--- config.mk ---
export PLATFORM = sky130hd
export DESIGN_NAME = path_canonicalizer
export DESIGN_NICKNAME = d
export VERILOG_FILES = /design/src/sv/pcanon_pkg.sv /design/src/sv/path_canonicalizer.sv
export VERILOG_INCLUDE_DIRS = /design/src /design/src/sv
export SDC_FILE = /design/constraint.sdc
export NUM_CORES = 2
export LEC_CHECK = 0
export ABC_AREA = 1
export BUFFER_PORTS_ARGS = -buffer_cell sky130_fd_sc_hd__buf_2
export CAP_MARGIN = 20
export CORE_UTILIZATION = 41
export DETAILED_ROUTE_END_ITERATION = 10
export PLACE_DENSITY_LB_ADDON = 0.25
export SLEW_MARGIN = 20
export SYNTH_ARGS = -nofsm -noshare
export SYNTH_HDL_FRONTEND = slang
export SYNTH_SLANG_ARGS = --single-unit
--- constraint.sdc ---
create_clock -name clock -period 19.3 [get_ports clock]
set_clock_uncertainty 0.2 [all_clocks]
set_input_delay 2.895 -clock clock [delete_from_list [all_inputs] [get_ports clock]]
set_output_delay 2.895 -clock clock [all_outputs]
set_load 0.005 [all_outputs]
--- src/sv/path_canonicalizer_macros.svh ---
// Assertion macros shared by the path canonicalizer RTL.
`ifndef PATH_CANONICALIZER_MACROS_SVH
`define PATH_CANONICALIZER_MACROS_SVH

// A condition that must hold at every clock edge outside reset.
`define PC_CHECK(label, cond, msg) \
   label: assert property (@(posedge clock) disable iff (reset) (cond)) else $error(msg);

// A condition that must hold in the same cycle whenever a trigger is seen.
`define PC_CHECK_IMP(label, ante, cons, msg) \
   label: assert property (@(posedge clock) disable iff (reset) (ante) |-> (cons)) \
      else $error(msg);

`endif

--- src/sv/pcanon_pkg.sv ---
// Package with the constants, codes and types of the path canonicalizer.
`default_nettype none

package pcanon_pkg;

   localparam int PATH_MAX    = 256;
   localparam int PTR_W       = $clog2(PATH_MAX);
   localparam int POS_W       = PTR_W + 1;
   localparam int STACK_DEPTH = PATH_MAX / 2;
   localparam int STACK_LIMIT = PATH_MAX / 2 - 1;
   localparam int SP_W        = $clog2(STACK_DEPTH);

   localparam logic [7:0] CH_SLASH = 8'h2F;
   localparam logic [7:0] CH_DOT   = 8'h2E;

   typedef enum logic [1:0] {
      OP_BYTE = 2'd0,
      OP_END  = 2'd1,
      OP_READ = 2'd2,
      OP_NONE = 2'd3
   } opcode_type;

   typedef enum logic [1:0] {
      ST_ACCEPT = 2'd0,
      ST_OK     = 2'd1,
      ST_FAIL   = 2'd2
   } status_type;

   typedef enum logic [1:0] {
      K_EMPTY  = 2'd0,
      K_DOT    = 2'd1,
      K_DOTDOT = 2'd2,
      K_NAME   = 2'd3
   } kind_type;

endpackage

`default_nettype wire

--- src/sv/path_canonicalizer.sv ---
// Top level of the path canonicalizer: streams path bytes into a canonical absolute path.
`default_nettype none

//  Channel   Direction  Ports                                        Handshake
//  req       in         req_opcode, req_path_byte, req_read_index    req_valid / req_stall
//  rsp       out        rsp_status, rsp_out_length, rsp_out_byte     rsp_valid / rsp_stall
//
// The block takes one word per cycle on req unless req is stalled, and returns one
// word per request on rsp. A result passes through a first stage, which holds the
// synchronous read of the byte store, and then through the output register.
// The synchronous read of the component-stack memory is covered by a cached top entry,
// which a pop refills from the memory in the following cycle.
// Reset is synchronous and active high; no clearing pass runs, since the memories are
// only read at entries written earlier in the same path.
// A stalled rsp holds its word; req is stalled only when both result stages are full.

module path_canonicalizer
   import pcanon_pkg::*;
(
   input  wire logic       clock,
   input  wire logic       reset,

   input  wire logic       req_valid,
   output logic            req_stall,
   input  wire logic [1:0] req_opcode,
   input  wire logic [7:0] req_path_byte,
   input  wire logic [7:0] req_read_index,

   output logic            rsp_valid,
   input  wire logic       rsp_stall,
   output logic [1:0]      rsp_status,
   output logic [7:0]      rsp_out_length,
   output logic [7:0]      rsp_out_byte
);

   // Path state registers.
   logic [POS_W-1:0] wp_ff, wp_in;
   logic [POS_W-1:0] seg_ff, seg_in;
   logic [SP_W-1:0]  sc_ff, sc_in;
   kind_type         kind_ff, kind_in;
   logic [POS_W-1:0] cnt_ff, cnt_in;
   logic             err_ff, err_in;
   logic             closed_ff, closed_in;

   // Cached top of the component stack and its refill flag.
   logic [PTR_W-1:0] top_ff, top_in;
   logic             refill_ff, refill_in;
   logic [PTR_W-1:0] top_cur;

   // Byte store: written at one address, read at one address per cycle.
   logic [7:0]       store_mem [PATH_MAX];
   logic [7:0]       st_rd_ff;
   logic             st_we;
   logic [PTR_W-1:0] st_addr;
   logic [7:0]       st_wdata;

   // Component stack memory, holding the start position of each kept component.
   logic [PTR_W-1:0] stk_mem [STACK_DEPTH];
   logic [PTR_W-1:0] stk_rd_ff;
   logic             stk_we;
   logic [SP_W-1:0]  stk_raddr;
   logic             pop_en;

   // Effective state, after an implied start of a new path.
   logic             start_path;
   logic [POS_W-1:0] e_wp, e_seg, e_cnt;
   logic [SP_W-1:0]  e_sc;
   kind_type         e_kind;
   logic             e_err;

   // Result of closing the current segment from the effective state.
   logic [POS_W-1:0] cl_wp;
   logic [SP_W-1:0]  cl_sc;
   logic             cl_err;
   logic             cl_push;
   logic             cl_pop;
   logic             end_err;

   logic [POS_W-1:0] byte_pos;

   // Handshake and pipeline stages.
   opcode_type       op;
   logic             accept;
   logic             s1_valid_ff, s1_valid_in;
   logic             s1_move;
   status_type       s1_status_ff, res_status;
   logic [7:0]       s1_length_ff, res_length;
   logic             s1_hit_ff, res_hit;
   logic             s1_root_ff, res_root;
   logic [7:0]       s1_byte;

   logic             rsp_valid_ff, rsp_valid_in;
   status_type       rsp_status_ff;
   logic [7:0]       rsp_out_length_ff;
   logic [7:0]       rsp_out_byte_ff;

   assign op        = opcode_type'(req_opcode);
   assign s1_move   = s1_valid_ff && (!rsp_valid_ff || !rsp_stall);
   assign req_stall = s1_valid_ff && !s1_move;
   assign accept    = req_valid && !req_stall;

   assign top_cur = refill_ff ? stk_rd_ff : top_ff;

   // A path byte or an end that arrives after a closed path first opens a new path,
   // whose store holds only the root slash.
   assign start_path = closed_ff &&
                       ((op == OP_BYTE && req_path_byte != 8'd0) || op == OP_END);

   always_comb begin
      if (start_path) begin
         e_wp   = POS_W'(1);
         e_seg  = POS_W'(1);
         e_sc   = '0;
         e_kind = K_EMPTY;
         e_cnt  = '0;
         e_err  = 1'b0;
      end else begin
         e_wp   = wp_ff;
         e_seg  = seg_ff;
         e_sc   = sc_ff;
         e_kind = kind_ff;
         e_cnt  = cnt_ff;
         e_err  = err_ff;
      end
   end

   // Closing a segment drops empty and dot segments, pops one kept component for a
   // double dot and pushes the start of a named component, or fails if the stack is full.
   always_comb begin
      cl_wp   = e_wp;
      cl_sc   = e_sc;
      cl_err  = e_err;
      cl_push = 1'b0;
      cl_pop  = 1'b0;
      unique case (e_kind)
         K_EMPTY, K_DOT: begin
            cl_wp = e_seg;
         end
         K_DOTDOT: begin
            cl_wp = e_seg;
            if (e_sc != '0) begin
               cl_sc  = e_sc - 1'b1;
               cl_wp  = {1'b0, top_cur};
               cl_pop = 1'b1;
            end
         end
         K_NAME: begin
            if (32'(e_sc) >= STACK_LIMIT) begin
               cl_err = 1'b1;
            end else begin
               cl_push = 1'b1;
               cl_sc   = e_sc + 1'b1;
            end
         end
         default: begin
            cl_wp = e_seg;
         end
      endcase
   end

   // The separator in front of a component is written when the slash that ends the
   // previous segment arrives, so every path byte writes the store at most once.
   always_comb begin
      wp_in      = wp_ff;
      seg_in     = seg_ff;
      sc_in      = sc_ff;
      kind_in    = kind_ff;
      cnt_in     = cnt_ff;
      err_in     = err_ff;
      closed_in  = closed_ff;
      st_we      = 1'b0;
      st_addr    = '0;
      st_wdata   = '0;
      stk_we     = 1'b0;
      pop_en     = 1'b0;
      byte_pos   = e_wp;
      end_err    = e_err;
      res_status = ST_ACCEPT;
      res_length = '0;
      res_hit    = 1'b0;
      res_root   = 1'b0;

      if (accept) begin
         unique case (op)
            OP_BYTE: begin
               if (req_path_byte != 8'd0) begin
                  wp_in     = e_wp;
                  seg_in    = e_seg;
                  sc_in     = e_sc;
                  kind_in   = e_kind;
                  cnt_in    = e_cnt;
                  err_in    = e_err;
                  closed_in = 1'b0;
                  if (!e_err) begin
                     cnt_in = e_cnt + 1'b1;
                     if (32'(cnt_in) >= PATH_MAX) begin
                        err_in = 1'b1;
                     end else if (req_path_byte == CH_SLASH) begin
                        wp_in   = cl_wp;
                        sc_in   = cl_sc;
                        err_in  = cl_err;
                        kind_in = K_EMPTY;
                        seg_in  = cl_wp;
                        stk_we  = cl_push;
                        pop_en  = cl_pop;
                        if (cl_sc != '0 && 32'(cl_wp) < PATH_MAX) begin
                           st_we    = 1'b1;
                           st_addr  = PTR_W'(cl_wp);
                           st_wdata = CH_SLASH;
                        end
                     end else begin
                        if (e_kind == K_EMPTY) begin
                           seg_in = e_wp;
                           if (e_sc != '0) begin
                              byte_pos = e_wp + 1'b1;
                           end
                        end
                        if (32'(byte_pos) < PATH_MAX) begin
                           st_we    = 1'b1;
                           st_addr  = PTR_W'(byte_pos);
                           st_wdata = req_path_byte;
                        end
                        wp_in = byte_pos + 1'b1;
                        if (req_path_byte == CH_DOT && e_kind == K_EMPTY) begin
                           kind_in = K_DOT;
                        end else if (req_path_byte == CH_DOT && e_kind == K_DOT) begin
                           kind_in = K_DOTDOT;
                        end else begin
                           kind_in = K_NAME;
                        end
                     end
                  end
               end
            end
            OP_END: begin
               wp_in   = e_wp;
               seg_in  = e_seg;
               sc_in   = e_sc;
               kind_in = e_kind;
               cnt_in  = e_cnt;
               if (!e_err) begin
                  wp_in   = cl_wp;
                  sc_in   = cl_sc;
                  kind_in = K_EMPTY;
                  stk_we  = cl_push;
                  pop_en  = cl_pop;
                  end_err = cl_err;
                  if (32'(cl_wp) > PATH_MAX - 1) begin
                     end_err = 1'b1;
                  end
               end
               err_in    = end_err;
               closed_in = 1'b1;
               if (end_err) begin
                  res_status = ST_FAIL;
               end else begin
                  res_status = ST_OK;
                  res_length = 8'(cl_wp);
               end
            end
            OP_READ: begin
               res_hit  = closed_ff && !err_ff &&
                          (32'(req_read_index) < 32'(wp_ff)) &&
                          (32'(req_read_index) < PATH_MAX);
               res_root = (req_read_index == 8'd0);
            end
            OP_NONE: begin
               res_status = ST_ACCEPT;
            end
            default: begin
               res_status = ST_ACCEPT;
            end
         endcase
      end
   end

   // After a pop the new top sits one entry further down; it is read now and used
   // from the next cycle on. A push replaces the cached top directly.
   assign stk_raddr = cl_sc - 1'b1;
   assign refill_in = pop_en && (cl_sc != '0);
   assign top_in    = stk_we ? PTR_W'(e_seg) : top_cur;

   always_comb begin
      if (accept) begin
         s1_valid_in = 1'b1;
      end else if (s1_move) begin
         s1_valid_in = 1'b0;
      end else begin
         s1_valid_in = s1_valid_ff;
      end
   end

   always_comb begin
      if (s1_move) begin
         rsp_valid_in = 1'b1;
      end else if (!rsp_stall) begin
         rsp_valid_in = 1'b0;
      end else begin
         rsp_valid_in = rsp_valid_ff;
      end
   end

   // Position zero always holds the root slash and is never stored.
   assign s1_byte = s1_hit_ff ? (s1_root_ff ? CH_SLASH : st_rd_ff) : 8'd0;

   always_ff @(posedge clock) begin
      if (reset) begin
         wp_ff        <= '0;
         seg_ff       <= '0;
         sc_ff        <= '0;
         kind_ff      <= K_EMPTY;
         cnt_ff       <= '0;
         err_ff       <= 1'b0;
         closed_ff    <= 1'b1;
         refill_ff    <= 1'b0;
         s1_valid_ff  <= 1'b0;
         rsp_valid_ff <= 1'b0;
      end else begin
         wp_ff        <= wp_in;
         seg_ff       <= seg_in;
         sc_ff        <= sc_in;
         kind_ff      <= kind_in;
         cnt_ff       <= cnt_in;
         err_ff       <= err_in;
         closed_ff    <= closed_in;
         refill_ff    <= refill_in;
         s1_valid_ff  <= s1_valid_in;
         rsp_valid_ff <= rsp_valid_in;
      end
   end

   always_ff @(posedge clock) begin
      top_ff <= top_in;
      if (accept) begin
         s1_status_ff <= res_status;
         s1_length_ff <= res_length;
         s1_hit_ff    <= res_hit;
         s1_root_ff   <= res_root;
      end
      if (s1_move) begin
         rsp_status_ff     <= s1_status_ff;
         rsp_out_length_ff <= s1_length_ff;
         rsp_out_byte_ff   <= s1_byte;
      end
   end

   always_ff @(posedge clock) begin
      if (st_we) begin
         store_mem[st_addr] <= st_wdata;
      end
      if (accept && op == OP_READ) begin
         st_rd_ff <= store_mem[PTR_W'(req_read_index)];
      end
   end

   always_ff @(posedge clock) begin
      if (stk_we) begin
         stk_mem[e_sc] <= PTR_W'(e_seg);
      end
      stk_rd_ff <= stk_mem[stk_raddr];
   end

   assign rsp_valid      = rsp_valid_ff;
   assign rsp_status     = rsp_status_ff;
   assign rsp_out_length = rsp_out_length_ff;
   assign rsp_out_byte   = rsp_out_byte_ff;

`include "path_canonicalizer_macros.svh"

   `PC_CHECK(a_stack_bound, 32'(sc_ff) <= STACK_LIMIT, "component stack count out of range")
   `PC_CHECK_IMP(a_pop_spacing, refill_ff, !pop_en, "pop while the stack top is refilling")
   `PC_CHECK_IMP(a_full_stall, s1_valid_ff && rsp_valid_ff && rsp_stall, req_stall,
                 "request taken while both result stages are full")
   `PC_CHECK_IMP(a_ok_length, rsp_valid_ff && rsp_status_ff == ST_OK,
                 rsp_out_length_ff != 8'd0, "finished path reported with zero length")

endmodule

`default_nettype wire

==> results by group <==
Clock tree
  • Worst-Skew Late Latency: 0.88 ns
  • Buffer depth of the longest clock path: 4
  • Root Driver: clkbuf_16
  • H-tree depth: 5
  • CTS tree: done
  • Setup Buffers After CTS: 0
  • CTS Buf Count: about 330
  • Cts repair resizes: 0
  • Total clock sinks: 3167
  • Worst-path clk slew: ~0.06 ns
  • Cts hold-fix bufs: 0

Worst setup path
  • CP Buf/Inv Count: 5
  • Cell Chain, Critical Path: buf_2 -> nor2_1 -> nand2_1 -> nor2_2 -> nand2_1 -> nand3_2 -> buf_4 -> nand2_1 -> ha_1 -> nand3_2 -> nand2_1 -> nand3_4 -> nand2_4 -> ha_4 -> nand2_1 -> nor2_2 -> nand3_2 -> nand2_4 -> nand2_1 -> nand2_1 -> nor2_4 -> buf_6 -> buf_4 -> buf_4
  • Flop2flop setup slack: 11.43 ns
  • CP top delay family: simple AND/OR/NAND/NOR gates
  • CP required: just under 20 ns
  • Critical path type: primary input to register
  • Max stage delay on crit path: about 0.90 ns
  • CP max-delay cell: buf_4
  • Most used cell, CP: nand2_1
  • WP data arrival: about 11 ns
  • CP max FO: 93
  • Setup crit end kind: register
  • Crit start category: primary input

Outcome
  • Status: finished clean

GRT
  • Antenna violations before repair: 12
  • Overflow after GRT: 0
  • First-pass GRT wire length: 567 mm
  • Pin count of the biggest net entering global routing: 198
  • Vias in the first global route: approximately 85000
  • GRT Total Usage: 0.232

STA
  • Setup TNS: 0 ns
  • Final period util: 0.525
  • Max_slew headroom: 0.157
  • Hold Vio Cnt, Final: 0
  • Worst Tran Pin Value: 1.27 ns
  • RSZ-0062 raised after global routing: false
  • Fin Hold WS: a little over 0.2 ns
  • Final setup violation count: 0
  • F_max: 98.6 MHz
  • Fin crit period: 10.14 ns
  • Max Slew Vio Count: 0

Synth
  • Library cells used by synthesis: 61
  • Post-synth ARST share: 0
  • Mapped Area: 132000 sq um
  • Post-synth EDFFs: 3110
  • Register area share after synthesis: 0.714
  • Synth Flop Type: edfxtp_1
  • Yosys top cell area share: 0.705
  • Count leader, synth: edfxtp_1
  • Cells after Synth: 11300
  • Yosys reg bits: 3167
  • Post-synth top cells: edfxtp_1 (3110), nand2_1 (1720), nor2_1 (1498)
  • Mean post-synth cell area: 11.8 sq um
  • Synth Warn #: 0
  • Area leader, netlist: edfxtp_1
  • Synth top area cells: edfxtp_1 (71%), nand2_1 (4.9%), nor2_1 (4.2%)

Die
  • Site Rows: 208
  • Starting Density: 0.412
  • Die Area: 325000 sq um
  • Chip width: 570 um
  • Die height: 570 um
  • Core area: 321000 sq um
  • I/O pin cnt: 42

Run
  • Max Cap Violations: 0

Cells and area
  • Nets: between 10000 and 15000
  • Fin util: 0.457
  • Reg area: between 90000 and 100000 sq um
  • Fillers: 29000
  • Share of cells above drive strength 1: 0.0690
  • Area of the multi-input gates: 32300 sq um
  • Area Growth Syn to Fin: 10.9%

Routing
  • Total Routed Length: 386 mm
  • DRC Markers: 0
  • Via Count: 88800
  • Iteration-0 DRC count of the detailed router: 10900
  • Via-to-Cell Ratio: 5.70
  • Antenna Nets Post-Route: 0
  • DR WL/cell: between 20 and 25 um
  • First-pass DRT Iterations: 7

Placed design
  • Port-buffer cells: 41
  • Final Wtd Congestion: 0.868
  • Hpwl dp: 219 mm

Power and ir drop
  • Pwr Total: 0.0150 W
  • Lkg Pwr: 52.1 nW
  • PwrDens: 102 nW/um^2
  • Worst vdd ir: roughly 84 uV

Hold path
  • Hold Crit Class: register to register
area by class of cell:
type	count	area share
antenna	3	0.0000511
sequential	3167	0.644
clock buffer	400	0.0588
tap	4305	0.0367
inverter	698	0.0182
multi-input combinational	6632	0.220
timing repair buffer	178	0.00973
clock inverter	198	0.0127
state kept, by name, summed over array words and instances, names as in the netlist, 2 cells and up:
signal,flops
st_rd_ff,8
rsp_out_byte,8
wp_ff,9
sc_ff,7
kind_ff,2
s1_status_ff,2
seg_ff,9
s1_length_ff,8
stk_mem,1024
stk_rd_ff,8
cnt_ff,9
rsp_out_length,8
store_mem,2048
rsp_status,2
top_ff,8
through the flow:
stage / instance area [sq um] / cells / setup WS (ns)
2_1_floorplan: 132000 / 11300 / 2.43
3_3_place_gp: 136000 / 15000 / 8.18
3_5_place_dp: 136000 / 15000 / 8.06
4_1_cts: 147000 / 15600 / 9.01
5_1_grt: 147000 / 15600 / 8.68
6_report: 147000 / 15600 / 9.16
per-layer routing:
metal | track usage | share of wire
met4 | 0.0895 | 0.041
met5 | 0 | 0.000065
met2 | 0.379 | 0.48
met1 | 0.315 | 0.41
met3 | 0.0287 | 0.074
logic make-up (layout without fill, tap and decap cells):
kind of cell	count (synthesis)	after routing	synth area share
other cells	1	11	0.0000283
simple gates	4611	4611	0.153
fa+ha+maj	13	13	0.00123
buf+inv	1467	1474	0.0435
xor+xnor	4	4	0.000265
compound gates	1996	1996	0.0882
flops	3167	3167	0.714
final timing paths:
kind / startpoint / end / depth (start not counted)
worst max-delay path: req_path_byte[7] / store_mem[188][0] / 24
worst min-delay path: s1_status_ff[0] / rsp_status[0] / 0
worst max register to register: closed_ff / store_mem[188][0] / 19
worst min register to register: s1_status_ff[0] / rsp_status[0] / 0
cells in the final DEF, fill, tap and decap left out, drive strengths merged, types with 95 or more instances in the layout:
cell type,n
clkbuf,400
inv,703
nand3,933
nand2,1758
edfxtp,3110
nand3b,366
o22ai,330
clkinv,155
buf,178
o21ai,1115
nor2,1516
o221ai,189
a21oi,157
o211ai,95
power by group:
| group | internal (W) | switching, W |
|---|---|---|
| Clock | 0.00359 | 0.00270 |
| Sequential | 0.00753 | 0.0000330 |
| Combinational | 0.000287 | 0.000896 |
| Total | 0.0114 | 0.00363 |
(Power assumes the default switching activity.)
